### config.mk
export PLATFORM = sky130hd
export DESIGN_NAME = buffer_pool_lru_tag_manager
export DESIGN_NICKNAME = d
export VERILOG_FILES = /design/src/sv/bplru_pkg.sv /design/src/sv/buffer_pool_lru_tag_manager.sv /design/src/sv/bplru_ram.sv /design/src/sv/bplru_pick.sv /design/src/sv/bplru_ctrl.sv
export SDC_FILE = /design/constraint.sdc
export NUM_CORES = 2
export LEC_CHECK = 0
export BUFFER_PORTS_ARGS = -buffer_cell sky130_fd_sc_hd__buf_2
export CAP_MARGIN = 20
export CORE_UTILIZATION = 36
export DETAILED_ROUTE_END_ITERATION = 10
export GPL_TIMING_DRIVEN = 0
export PLACE_DENSITY_LB_ADDON = 0.08
export RECOVER_POWER = 100
export SETUP_SLACK_MARGIN = 0.3
export SKIP_CTS_REPAIR_TIMING = 1
export SLEW_MARGIN = 20
export SYNTH_ARGS = -nofsm -noshare
export SYNTH_HDL_FRONTEND = slang
export SYNTH_SLANG_ARGS = --single-unit
export TNS_END_PERCENT = 10
### constraint.sdc
create_clock -name clk -period 5.1 [get_ports clk]
set_input_delay 1.275 -clock clk [delete_from_list [all_inputs] [get_ports clk]]
set_output_delay 1.275 -clock clk [all_outputs]
set_load 0.1 [all_outputs]
### src/sv/bplru_pkg.sv
// shared constants, codes and structs of the buffer pool lru tag manager
// used by every module of the block but bplru_ram; depends on nothing
`default_nettype none

package bplru_pkg;

	localparam int NUM_FRAMES = 64;
	localparam int IDX_W      = $clog2(NUM_FRAMES);
	localparam int CNT_W      = $clog2(NUM_FRAMES + 1);

	localparam int FILE_W = 16;
	localparam int BLK_W  = 24;
	localparam int AGE_W  = 16;
	localparam int FIDX_W = 6;
	localparam int MEM_W  = FILE_W + BLK_W + AGE_W;

	localparam int IN_DATA_W  = ((FILE_W + BLK_W + FIDX_W + 1) + 7) / 8 * 8;
	localparam int OUT_DATA_W = ((FIDX_W + 3 + FILE_W + BLK_W + 1) + 7) / 8 * 8;

	localparam logic [AGE_W-1:0] AGE_MAX = '1;

	localparam logic [1:0] OP_FETCH  = 2'd0;
	localparam logic [1:0] OP_APPEND = 2'd1;
	localparam logic [1:0] OP_TOUCH  = 2'd2;
	localparam logic [1:0] OP_INVAL  = 2'd3;

	typedef struct packed {
		logic [1:0]        opcode;
		logic [FILE_W-1:0] file_id;
		logic [BLK_W-1:0]  block_offset;
		logic [FIDX_W-1:0] frame_index;
		logic              avoid_same_file;
	} item_t;

	typedef struct packed {
		logic [FIDX_W-1:0] frame_out;
		logic              hit;
		logic              must_fill;
		logic              need_writeback;
		logic [FILE_W-1:0] victim_file_id;
		logic [BLK_W-1:0]  victim_block_offset;
		logic              status;
	} res_t;

	// one word of the tag memory
	typedef struct packed {
		logic [FILE_W-1:0] file;
		logic [BLK_W-1:0]  block;
		logic [AGE_W-1:0]  age;
	} mem_word_t;

	// one scanned frame, handed to the selector
	typedef struct packed {
		logic              clear;
		logic              en;
		logic              lookup;
		logic              avoid;
		logic [FILE_W-1:0] key_file;
		logic [BLK_W-1:0]  key_block;
		logic [IDX_W-1:0]  idx;
		logic              valid;
		logic [FILE_W-1:0] file;
		logic [BLK_W-1:0]  block;
		logic [AGE_W-1:0]  age;
	} scan_t;

	// what the selector found over one scan
	typedef struct packed {
		logic              hit_found;
		logic [IDX_W-1:0]  hit_idx;
		logic              inv_found;
		logic [IDX_W-1:0]  inv_idx;
		logic              best_found;
		logic [IDX_W-1:0]  best_idx;
		logic [FILE_W-1:0] best_file;
		logic [BLK_W-1:0]  best_block;
	} pick_t;

endpackage

`default_nettype wire

### src/sv/buffer_pool_lru_tag_manager.sv
// top level of the buffer pool lru tag manager: stream ports and result register
// depends on bplru_pkg, bplru_ctrl
`default_nettype none

// Tag manager for a pool of NUM_FRAMES buffer frames with least-recently-used
// replacement. Each request carries an opcode in s_tuser: fetch looks up
// (file_id, block_offset) and on a miss claims the first invalid frame, or
// else the oldest valid frame (optionally one of another file), reporting
// whether the old contents must be written back and the frame filled; append
// claims a frame for a new dirty block; touch marks a frame dirty, restarts
// its age and ages every other valid frame (ages saturate); invalidate
// drops all frames of a file. Exactly one result comes back per request,
// in order. File, block and age of every frame sit in one single-port-read
// tag memory; valid and dirty bits are flops and are cleared by reset, so the
// block is ready right after reset with no clearing pass. Every request
// except a touch of an invalid or out of range frame sweeps the tag memory
// one frame per clock. Requests are taken one at a time, but a new request
// is accepted while the previous result still waits in the output register.

module buffer_pool_lru_tag_manager import bplru_pkg::*; (
	input  wire logic                  clk,
	input  wire logic                  arst_n,
	input  wire logic                  s_tvalid,
	output logic                       s_tready,
	// file_id[15:0], block_offset[39:16], frame_index[45:40], avoid_same_file[46], zero pad
	input  wire logic [IN_DATA_W-1:0]  s_tdata,
	// opcode[1:0]
	input  wire logic [1:0]            s_tuser,
	output logic                       m_tvalid,
	input  wire logic                  m_tready,
	// frame_out[5:0], hit[6], must_fill[7], need_writeback[8], victim_file_id[24:9],
	// victim_block_offset[48:25], status[49], zero pad
	output logic      [OUT_DATA_W-1:0] m_tdata
);

	localparam int PAD_W = OUT_DATA_W - (FIDX_W + 3 + FILE_W + BLK_W + 1);

	item_t in_item;
	logic  res_valid;
	logic  res_ready;
	res_t  res;
	logic  load;
	logic  m_tvalid_q;
	res_t  out_q;

	// unpack the request
	always_comb begin
		in_item.opcode          = s_tuser;
		in_item.file_id         = s_tdata[15:0];
		in_item.block_offset    = s_tdata[39:16];
		in_item.frame_index     = s_tdata[45:40];
		in_item.avoid_same_file = s_tdata[46];
	end

	bplru_ctrl u_ctrl (
		.clk       (clk),
		.arst_n    (arst_n),
		.in_valid  (s_tvalid),
		.in_ready  (s_tready),
		.in_item   (in_item),
		.res_valid (res_valid),
		.res_ready (res_ready),
		.res       (res)
	);

	// output register, refilled when empty or drained in the same cycle
	assign res_ready = !m_tvalid_q || m_tready;
	assign load      = res_valid && res_ready;

	always_ff @(posedge clk or negedge arst_n) begin
		if (!arst_n) begin
			m_tvalid_q <= 1'b0;
		end else if (load) begin
			m_tvalid_q <= 1'b1;
		end else if (m_tready) begin
			m_tvalid_q <= 1'b0;
		end
	end

	always_ff @(posedge clk) begin
		if (load) begin
			out_q <= res;
		end
	end

	assign m_tvalid = m_tvalid_q;
	assign m_tdata  = {{PAD_W{1'b0}}, out_q.status, out_q.victim_block_offset,
		out_q.victim_file_id, out_q.need_writeback, out_q.must_fill, out_q.hit,
		out_q.frame_out};

endmodule

`default_nettype wire

### src/sv/bplru_ram.sv
// simple dual port tag memory, one write and one registered read per cycle
// generic; depends on nothing
`default_nettype none

module bplru_ram #(
	parameter int DEPTH = 64,
	parameter int WIDTH = 56,
	localparam int AW = $clog2(DEPTH)
) (
	input  wire logic             clk,
	input  wire logic             wr_en,
	input  wire logic [AW-1:0]    wr_addr,
	input  wire logic [WIDTH-1:0] wr_data,
	input  wire logic             rd_en,
	input  wire logic [AW-1:0]    rd_addr,
	output logic      [WIDTH-1:0] rd_data
);

	logic [WIDTH-1:0] mem [DEPTH];

	always_ff @(posedge clk) begin
		if (wr_en) begin
			mem[wr_addr] <= wr_data;
		end
	end

	always_ff @(posedge clk) begin
		if (rd_en) begin
			rd_data <= mem[rd_addr];
		end
	end

endmodule

`default_nettype wire

### src/sv/bplru_pick.sv
// running selector over a frame scan: first hit, first invalid frame, oldest eligible frame
// depends on bplru_pkg
`default_nettype none

module bplru_pick import bplru_pkg::*; (
	input  wire logic  clk,
	input  wire logic  arst_n,
	input  wire scan_t scan,
	output pick_t      pick
);

	pick_t            pick_q;
	logic [AGE_W-1:0] best_age_q;
	logic             key_match;
	logic             hit_now;
	logic             elig;
	logic             better;

	always_comb begin
		key_match = (scan.file == scan.key_file);
		hit_now   = scan.lookup && scan.valid && key_match && (scan.block == scan.key_block);
		elig      = scan.valid && !(scan.avoid && key_match);
		// strict compare keeps the lowest index on equal ages
		better    = elig && (!pick_q.best_found || (scan.age > best_age_q));
	end

	always_ff @(posedge clk or negedge arst_n) begin
		if (!arst_n) begin
			pick_q     <= '0;
			best_age_q <= '0;
		end else if (scan.clear) begin
			pick_q.hit_found  <= 1'b0;
			pick_q.inv_found  <= 1'b0;
			pick_q.best_found <= 1'b0;
		end else if (scan.en) begin
			if (hit_now && !pick_q.hit_found) begin
				pick_q.hit_found <= 1'b1;
				pick_q.hit_idx   <= scan.idx;
			end
			if (!scan.valid && !pick_q.inv_found) begin
				pick_q.inv_found <= 1'b1;
				pick_q.inv_idx   <= scan.idx;
			end
			if (better) begin
				pick_q.best_found <= 1'b1;
				pick_q.best_idx   <= scan.idx;
				pick_q.best_file  <= scan.file;
				pick_q.best_block <= scan.block;
				best_age_q        <= scan.age;
			end
		end
	end

	assign pick = pick_q;

endmodule

`default_nettype wire

### src/sv/bplru_ctrl.sv
// request sequencer: scans the tag memory one frame per cycle and writes back
// depends on bplru_pkg, bplru_ram, bplru_pick
`default_nettype none

module bplru_ctrl import bplru_pkg::*; (
	input  wire logic  clk,
	input  wire logic  arst_n,
	input  wire logic  in_valid,
	output logic       in_ready,
	input  wire item_t in_item,
	output logic       res_valid,
	input  wire logic  res_ready,
	output res_t       res
);

	localparam logic [1:0] ST_IDLE   = 2'd0;
	localparam logic [1:0] ST_SCAN   = 2'd1;
	localparam logic [1:0] ST_DECIDE = 2'd2;
	localparam logic [1:0] ST_DONE   = 2'd3;

	logic [1:0]            state_q;
	item_t                 item_q;
	res_t                  res_q;
	logic [CNT_W-1:0]      issue_q;
	logic                  vld_s1;
	logic [IDX_W-1:0]      idx_s1;
	logic [NUM_FRAMES-1:0] valid_q;
	logic [NUM_FRAMES-1:0] dirty_q;

	logic                  accept;
	logic                  in_tgt_ok;
	logic [IDX_W-1:0]      in_tidx;
	logic [IDX_W-1:0]      tidx;
	logic                  rd_en;
	logic [IDX_W-1:0]      rd_addr;
	logic [MEM_W-1:0]      rd_data;
	mem_word_t             rword;
	logic                  scan_v;
	logic                  proc;
	logic                  scan_end;
	logic                  is_alloc;
	logic                  touch_wr;
	logic [AGE_W-1:0]      new_age;
	logic                  wr_en;
	logic [IDX_W-1:0]      wr_addr;
	mem_word_t             wr_word;
	scan_t                 scan;
	pick_t                 pick;
	logic                  victim_ok;
	logic [IDX_W-1:0]      victim_idx;
	logic                  claim;
	res_t                  dec_res;
	res_t                  start_res;

	bplru_ram #(.DEPTH(NUM_FRAMES), .WIDTH(MEM_W)) u_ram (
		.clk     (clk),
		.wr_en   (wr_en),
		.wr_addr (wr_addr),
		.wr_data (wr_word),
		.rd_en   (rd_en),
		.rd_addr (rd_addr),
		.rd_data (rd_data)
	);

	bplru_pick u_pick (
		.clk    (clk),
		.arst_n (arst_n),
		.scan   (scan),
		.pick   (pick)
	);

	always_comb begin
		in_ready  = (state_q == ST_IDLE);
		accept    = in_valid && in_ready;
		in_tidx   = IDX_W'(in_item.frame_index);
		in_tgt_ok = (32'(in_item.frame_index) < 32'(NUM_FRAMES)) && valid_q[in_tidx];
		tidx      = IDX_W'(item_q.frame_index);
		is_alloc  = (item_q.opcode == OP_FETCH) || (item_q.opcode == OP_APPEND);

		rd_en    = (state_q == ST_SCAN) && (issue_q < CNT_W'(NUM_FRAMES));
		rd_addr  = issue_q[IDX_W-1:0];
		rword    = mem_word_t'(rd_data);
		scan_v   = valid_q[idx_s1];
		proc     = vld_s1 && (state_q == ST_SCAN);
		scan_end = (state_q == ST_SCAN) && !rd_en && !vld_s1;

		// saturating age step, the touched frame restarts at zero
		if (idx_s1 == tidx) begin
			new_age = '0;
		end else if (rword.age == AGE_MAX) begin
			new_age = rword.age;
		end else begin
			new_age = rword.age + AGE_W'(1);
		end
		touch_wr = proc && (item_q.opcode == OP_TOUCH) && scan_v;

		scan.clear     = accept;
		scan.en        = proc && is_alloc;
		scan.lookup    = (item_q.opcode == OP_FETCH);
		scan.avoid     = (item_q.opcode == OP_FETCH) && item_q.avoid_same_file;
		scan.key_file  = item_q.file_id;
		scan.key_block = item_q.block_offset;
		scan.idx       = idx_s1;
		scan.valid     = scan_v;
		scan.file      = rword.file;
		scan.block     = rword.block;
		scan.age       = rword.age;

		victim_ok  = pick.inv_found || pick.best_found;
		victim_idx = pick.inv_found ? pick.inv_idx : pick.best_idx;
		claim      = (state_q == ST_DECIDE) && !pick.hit_found && victim_ok;

		dec_res = '0;
		if (pick.hit_found) begin
			dec_res.frame_out = FIDX_W'(pick.hit_idx);
			dec_res.hit       = 1'b1;
		end else if (!victim_ok) begin
			dec_res.status = 1'b1;
		end else begin
			dec_res.frame_out = FIDX_W'(victim_idx);
			dec_res.must_fill = (item_q.opcode == OP_FETCH);
			// an invalid victim is always clean
			if (!pick.inv_found && dirty_q[pick.best_idx]) begin
				dec_res.need_writeback      = 1'b1;
				dec_res.victim_file_id      = pick.best_file;
				dec_res.victim_block_offset = pick.best_block;
			end
		end

		start_res = '0;
		if (in_item.opcode == OP_TOUCH) begin
			start_res.frame_out = in_item.frame_index;
		end

		if (claim) begin
			wr_en         = 1'b1;
			wr_addr       = victim_idx;
			wr_word.file  = item_q.file_id;
			wr_word.block = item_q.block_offset;
			wr_word.age   = '0;
		end else begin
			wr_en         = touch_wr;
			wr_addr       = idx_s1;
			wr_word.file  = rword.file;
			wr_word.block = rword.block;
			wr_word.age   = new_age;
		end

		res_valid = (state_q == ST_DONE);
		res       = res_q;
	end

	always_ff @(posedge clk or negedge arst_n) begin
		if (!arst_n) begin
			state_q <= ST_IDLE;
			issue_q <= '0;
			vld_s1  <= 1'b0;
			valid_q <= '0;
			dirty_q <= '0;
		end else begin
			vld_s1 <= rd_en;
			if (rd_en) begin
				issue_q <= issue_q + CNT_W'(1);
			end
			case (state_q)
				ST_IDLE: begin
					if (accept) begin
						issue_q <= '0;
						if (in_item.opcode == OP_TOUCH) begin
							if (in_tgt_ok) begin
								dirty_q[in_tidx] <= 1'b1;
								state_q          <= ST_SCAN;
							end else begin
								state_q <= ST_DONE;
							end
						end else begin
							state_q <= ST_SCAN;
						end
					end
				end
				ST_SCAN: begin
					if (proc && (item_q.opcode == OP_INVAL) && scan_v
							&& (rword.file == item_q.file_id)) begin
						valid_q[idx_s1] <= 1'b0;
						dirty_q[idx_s1] <= 1'b0;
					end
					if (scan_end) begin
						state_q <= is_alloc ? ST_DECIDE : ST_DONE;
					end
				end
				ST_DECIDE: begin
					if (claim) begin
						valid_q[victim_idx] <= 1'b1;
						dirty_q[victim_idx] <= (item_q.opcode == OP_APPEND);
					end
					state_q <= ST_DONE;
				end
				ST_DONE: begin
					if (res_ready) begin
						state_q <= ST_IDLE;
					end
				end
				default: begin
					state_q <= ST_IDLE;
				end
			endcase
		end
	end

	always_ff @(posedge clk) begin
		if (rd_en) begin
			idx_s1 <= rd_addr;
		end
		if (accept) begin
			item_q <= in_item;
			res_q  <= start_res;
		end else if (state_q == ST_DECIDE) begin
			res_q <= dec_res;
		end
	end

endmodule

`default_nettype wire
Yosys cells after proc, flatten, opt, wreduce, memory -nomap -nowiden
Memory sizes are Yosys's and may differ from the RTL's. A register that Yosys moved wholly into a read port is not among the register bits.
Index checks and enable logic that the tools add are counted.

word-level totals
  memory bits (writable) = 3584
  register bits = 371
  ROM bits = 0
  latch bits = 0
  word-level logic and storage cells = 188
  memories = 1
  bits of input ports = 54

memory list
  memory            words  bits a word  read ports  clocked after Yosys merged registers in  wr ports  RTL line         RTL
  u_ctrl.u_ram.mem  64     56           1           1                                        1         bplru_ram.sv:19  logic [WIDTH-1:0] mem [DEPTH];

operators by class
  $add $sub $neg = 2
  $mul = 0
  reduce and logical (&&, ||, !) cells = 58
  order comparisons = 9
  equality and inequality tests = 18
  bitwise operators = 6
  shifts and indexed selects = 0
  div/mod/pow operators = 0
  multiplexer cells = 59

operators with widths
  cell                                                                                  number
  64-bit two-way mux                                                                    7
  64-bit one-hot mux with 3 select lines                                                1
  64-bit AND                                                                            2
  64-bit OR                                                                             2
  64-bit one-hot mux with 2 select lines                                                1
  50-bit two-way mux                                                                    2
  64-bit bitwise mux                                                                    1
  64-bit inverter                                                                       1
  61-bit two-way mux                                                                    1
  56-bit two-way mux                                                                    1
  47-bit two-way mux                                                                    1
  43-bit two-way mux                                                                    1
  42-bit two-way mux                                                                    1
  41-bit two-way mux                                                                    1
  7-bit two-way mux                                                                     5
  16-bit two-way mux                                                                    2
  6-bit two-way mux                                                                     5
  6-bit by 7-bit less-than comparator with 1-bit output (second input constant)         4
  1-bit logical AND                                                                     27
  24-bit equality test                                                                  1
  1-bit binary-select mux with 6-bit select                                             3
  1-bit demux with 6-bit select                                                         3
  6-bit by 1-bit greater-or-equal comparator with 1-bit output (second input constant)  3
  1-bit two-way mux                                                                     17
  22 further kinds                                                                      59

Depth between registers and ports, before layout
  depth in word-level cells = 9
  mapped depth = 13
  gate-level depth less buffers = 10

Cells and area by module
From an unflattened synthesis, not the netlist that was laid out.

second synthesis, totals
  cell total of the unflattened synthesis = 7997
  area total of the unflattened synthesis = 157327.1 µm²

modules (own cells, without submodules)
  module                       instances  area an instance (µm²)  cells each
  bplru_ram                    1          137544.4                5949
  bplru_ctrl                   1          14421.3                 1705
  bplru_pick                   1          3757.4                  282
  buffer_pool_lru_tag_manager  1          1604.0                  61

Worst setup path after synthesis
No wires, ideal clock.

  kind = flip-flop to flip-flop
  from = register u_ctrl.idx_s1[3]
  to = memory u_ctrl.u_ram.mem[45][0], enable pin
  stages on the path, launching flop included = 11
  arrival = 4556 ps
  path buffers = 2
  setup slack = 73 ps
  clock period less this slack = 5027 ps
  cell sequence = edfxtp_1 > buf_2 > nor3_2 > nand2_1 > o221ai_1 > nor4_4 > nor2_1 > a21oi_1 > or3_1 > clkbuf_1 > nor2_1

between the ends
  word-level cells in the longest chain between the ends = 6

ends and longest elaborated chain
  what                                       RTL line           RTL
  start, declared                            bplru_ctrl.sv:26   logic [IDX_W-1:0] idx_s1;
  start signal, assigned                     bplru_ctrl.sv:212  idx_s1 <= rd_addr;
  1-bit binary-select mux with 6-bit select  bplru_ctrl.sv:83   scan_v = valid_q[idx_s1];
  1-bit two-way mux (implied by the code)    bplru_ctrl.sv:83
  1-bit logical AND                          bplru_ctrl.sv:95   touch_wr = proc && (item_q.opcode == OP_TOUCH) && scan_v;
  1-bit two-way mux                          bplru_ctrl.sv:135  if (claim) begin
  1-bit two-way mux                          bplru_ram.sv:22    if (wr_en) begin
  1-bit two-way mux (implied by the code)    bplru_ram.sv:23    mem[wr_addr] <= wr_data;
  end, declared                              bplru_ram.sv:19

Several ways; a longest one is shown, not always the timed one. The select of a mux whose other input is x is not followed.

Worst setup path in the final report
  from = register u_ctrl.issue_q[2]
  to = register u_ctrl.u_ram.rd_data[20], read port of u_ctrl.u_ram.mem, data pin

between the ends
  word-level cells in the longest chain between the ends = 2

ends and longest elaborated chain
  what                        RTL line           RTL
  start, declared             bplru_ctrl.sv:24   logic [CNT_W-1:0] issue_q;
  start signal, assigned      bplru_ctrl.sv:163  issue_q <= issue_q + CNT_W'(1);
  7-bit less-than comparator  bplru_ctrl.sv:80   rd_en = (state_q == ST_SCAN) && (issue_q < CNT_W'(NUM_FRAMES));
  1-bit logical AND           bplru_ctrl.sv:80
  end, declared               bplru_ram.sv:16    output logic [WIDTH-1:0] rd_data

Several ways; a longest one is shown, not always the timed one.
A chain may end at the register's enable or synchronous reset.

==> results.json <==
{
  "synth_simple_gate_area_share_pct": 2.32,
  "first_iter_violations": 10481,
  "worstReg2RegStart": "u_ctrl.issue_q[2]",
  "antenna_found_initial": 42,
  "synth_xor_xnor_area_share_pct": 0.346,
  "clock_sinks": 4011,
  "violations": "max-capacitance violations, max-slew violations, negative setup slack",
  "yosysUniqueCellTypes": 62,
  "synth_fa_ha_area_share_pct": 0.175,
  "nets": 8769,
  "finalWeightedCongestion": 0.870,
  "critPathRequiredTime_ns": 5.74,
  "grt_max_degree": 81,
  "yosys-top-cells-area": "edfxtp_1 (72%), mux4_2 (14%), dfrtp_1 (3.4%)",
  "initial_core_util_pct": 36.2,
  "slew_headroom_pct": -62.6,
  "setup_viol": 2,
  "syn_to_final_growth_pct": 18.5,
  "antenna_left": 0,
  "dpl-instance-area_um2": 174000,
  "p_per_area_nw_per_um2": 602,
  "timing.hold.ws_ns": 0.239,
  "clockBufferDepth": 4,
  "worstRegToRegCells": 10,
  "path_class": "register to register",
  "drcViolationCount": 0,
  "io_buffers": 104,
  "root_buffer": "clkbuf_16",
  "wl_per_cell_um": 38.5,
  "synth.avg_cell_area_um2": 20.5,
  "grt_pass1_wl_um": 763000,
  "synth_flop_cell": "edfxtp_1",
  "cts_made_buffers": 439,
  "worstPathArrival_ns": 5.84,
  "cts.clk_slew.worst_paths_ns": 0.06,
  "crit_top_cell": "clkbuf_2",
  "slowest_delay_ns": 0.80,
  "crit_fanout": 10,
  "first_pass_iters": 10,
  "num_vias": 86014,
  "setup_slack_ns": -0.0937,
  "synth-seq-cells": 4011,
  "coreArea_um2": 435000,
  "post-place-ws_ns": -1.86,
  "rows": 242,
  "ir_worst_vdd_mv": 0.385,
  "h-tree-depth": 5,
  "hpwl_um": 402000,
  "yosysTopAreaCellShare_pct": 71.7,
  "syn_inst": 7683,
  "grt_pass1_vias": 85584,
  "slowest_stage": "a21oi_1",
  "finalCritPeriodShare_pct": 102,
  "insertion_delay_ns": 1.01,
  "synth_compound_area_share_pct": 3.66,
  "worstPathCellList": "clkbuf_2, buf_16, inv_2, clkbuf_4, clkbuf_2, clkbuf_2, nand2_1, a32oi_1, o21ai_0, a21oi_1",
  "yosys.area.top_type": "edfxtp_1",
  "die_height_um": 663,
  "die_w_um": 663,
  "rsz0062_at_grt": "true",
  "dp.cells": 13911,
  "layout-drive-gt1-share_pct": 27.9,
  "fin_area_um2": 186000,
  "design.die.area_um2": 439000,
  "final_cells": 14826,
  "period_minus_slack_ns": 5.19,
  "finalMaxSlewViolations": 573,
  "wirelength_um": 571000,
  "synth_seq_area_share_pct": 75.7,
  "synth_top_family_by_area": "multiplexers",
  "final_util_pct": 42.9,
  "synth_edf_count": 3751,
  "worstReg2RegEnd": "u_ctrl.u_ram.rd_data[20]",
  "critPathCaptureType": "register",
  "skew_ns": 0.0626,
  "fmax_mhz": 193,
  "max_cap_viol_count": 13,
  "cts_tree": "done",
  "worst_pin_slew_ns": 2.44,
  "hp-class": "primary input to asynchronous set/reset pin",
  "grt.overflow.total": 0,
  "io_pins": 112,
  "synthesis.area_um2": 157000,
  "yosysWarnings": 0,
  "leakagePower_nw": 59.6,
  "grtUsageTotal_pct": 25.5,
  "synthMuxAreaShare_pct": 16.5,
  "async_reset_ff_share_pct": 5.39,
  "crit_path_start_kind": "register",
  "outcome": "finished, violations left",
  "viasPerCell": 5.80,
  "rrSetupSlack_ns": -0.09,
  "hold_viol_final": 0
}
==> routing by layer <==
layer  wire length, um  GRT usage (%)  part of all wire, %
met1            239000           35.7                   42
met2            273000           42.0                   48
met4             20900           7.13                  3.7
met5                27              0               0.0047
met3             37600           3.29                  6.6
==> area by class of cell <==
| cell class | instances | area, um^2 |
|---|---|---|
| clock buffers | 574 | 11900 |
| multi-input cells | 3169 | 37000 |
| clock inverters | 232 | 2100 |
| plain buffers | 477 | 2350 |
| inverters | 31 | 116 |
| repair buffers | 564 | 6740 |
| fillers | 37875 | 248000 |
| flip-flops and latches | 4011 | 119000 |
| well taps | 5734 | 7170 |
| diodes | 34 | 85.1 |
==> critical path, delay by kind of cell (launching register included) <==
kind	cells	cell delay, ns
AO/OA/AOI/OAI	3	1.57
buffers and inverters	6	2.64
flip-flops	1	0.43
AND/OR/NAND/NOR	1	0.12
==> cells by family (layout without fill, tap and decap cells) <==
kind of cell	Yosys count	in the layout
DFF	4011	4011
adders and majority gates	22	22
muxes	1354	1354
and+or+nand+nor	806	806
other	1	40
buffers and inverters	508	1878
AOI/OAI and AO/OA	919	919
xor gates and xnor gates	62	62
==> flip-flops by register name, summed over array words and instances, names as in the netlist <==
signal                    flops
m_tdata                      50
m_tvalid                      1
u_ctrl.dirty_q               64
u_ctrl.idx_s1                 6
u_ctrl.issue_q                7
u_ctrl.item_q                43
u_ctrl.res                   50
u_ctrl.state_q                2
u_ctrl.tidx                   6
u_ctrl.u_pick.best_age_q     16
u_ctrl.u_pick.pick           61
u_ctrl.u_ram.mem           3584
u_ctrl.u_ram.rd_data         56
u_ctrl.valid_q               64
u_ctrl.vld_s1                 1
==> stage by stage <==
| stage | TNS (ns) | power [mW] |
|---|---|---|
| after floorplan | 0 | 63.3 |
| after global placement | - | 79.9 |
| after detailed placement | -125.52 | 82.4 |
| after CTS | -136.83 | 114 |
| after global routing | -0.0125 | 115 |
| final | -0.166 | 112 |
==> report_power, final <==
part	switching, mW	internal, mW	total (mW)
logic	25.6	11.1	36.7
registers	0.937	43.2	44.2
clock network	13.4	18.0	31.3
==> placed cells by master (no fill, tap or decap), types with 114 or more instances in the layout <==
cell	Yosys	final
dfrtp_1	216	215
mux4_2	977	977
clkbuf_1	263	405
nand2_1	255	235
buf_12	0	122
clkbuf_2	2	180
a21oi_1	334	306
nand3_1	157	150
clkbuf_16	0	444
o221ai_1	115	114
o21ai_0	184	195
edfxtp_1	3751	3751
nor2_1	267	210
buf_2	105	117
mux2i_1	294	284
==> synthesized netlist by cell type, drive strengths merged (49+ instances only) <==
cell,count
mux4,977
a22o,104
o21ai,206
nand2,255
clkbuf,265
edfxtp,3751
nor2,267
buf,212
a21oi,335
nand3,157
o22ai,66
dfrtp,216
o221ai,115
xor2,49
mux2i,294
mux2,83
==> how the worst max path moves through the flow <==
stage | cells past startpoint | endpoint | from | slack (ns)
floorplan | 10 | u_ctrl.u_ram.mem[45][0] | u_ctrl.idx_s1[3] | 0.07
global placement | 8 | u_ctrl.u_ram.mem[17][24] | u_ctrl.idx_s1[5] | -6.69
detailed placement | 12 | u_ctrl.u_ram.rd_data[35] | u_ctrl.issue_q[0] | -1.86
CTS | 12 | u_ctrl.u_ram.rd_data[53] | u_ctrl.issue_q[0] | -1.90
global route | 12 | u_ctrl.u_ram.rd_data[21] | u_ctrl.issue_q[1] | -0.01
finish | 10 | u_ctrl.u_ram.rd_data[20] | u_ctrl.issue_q[2] | -0.09
No activity file was read; power rests on OpenSTA's default activity.
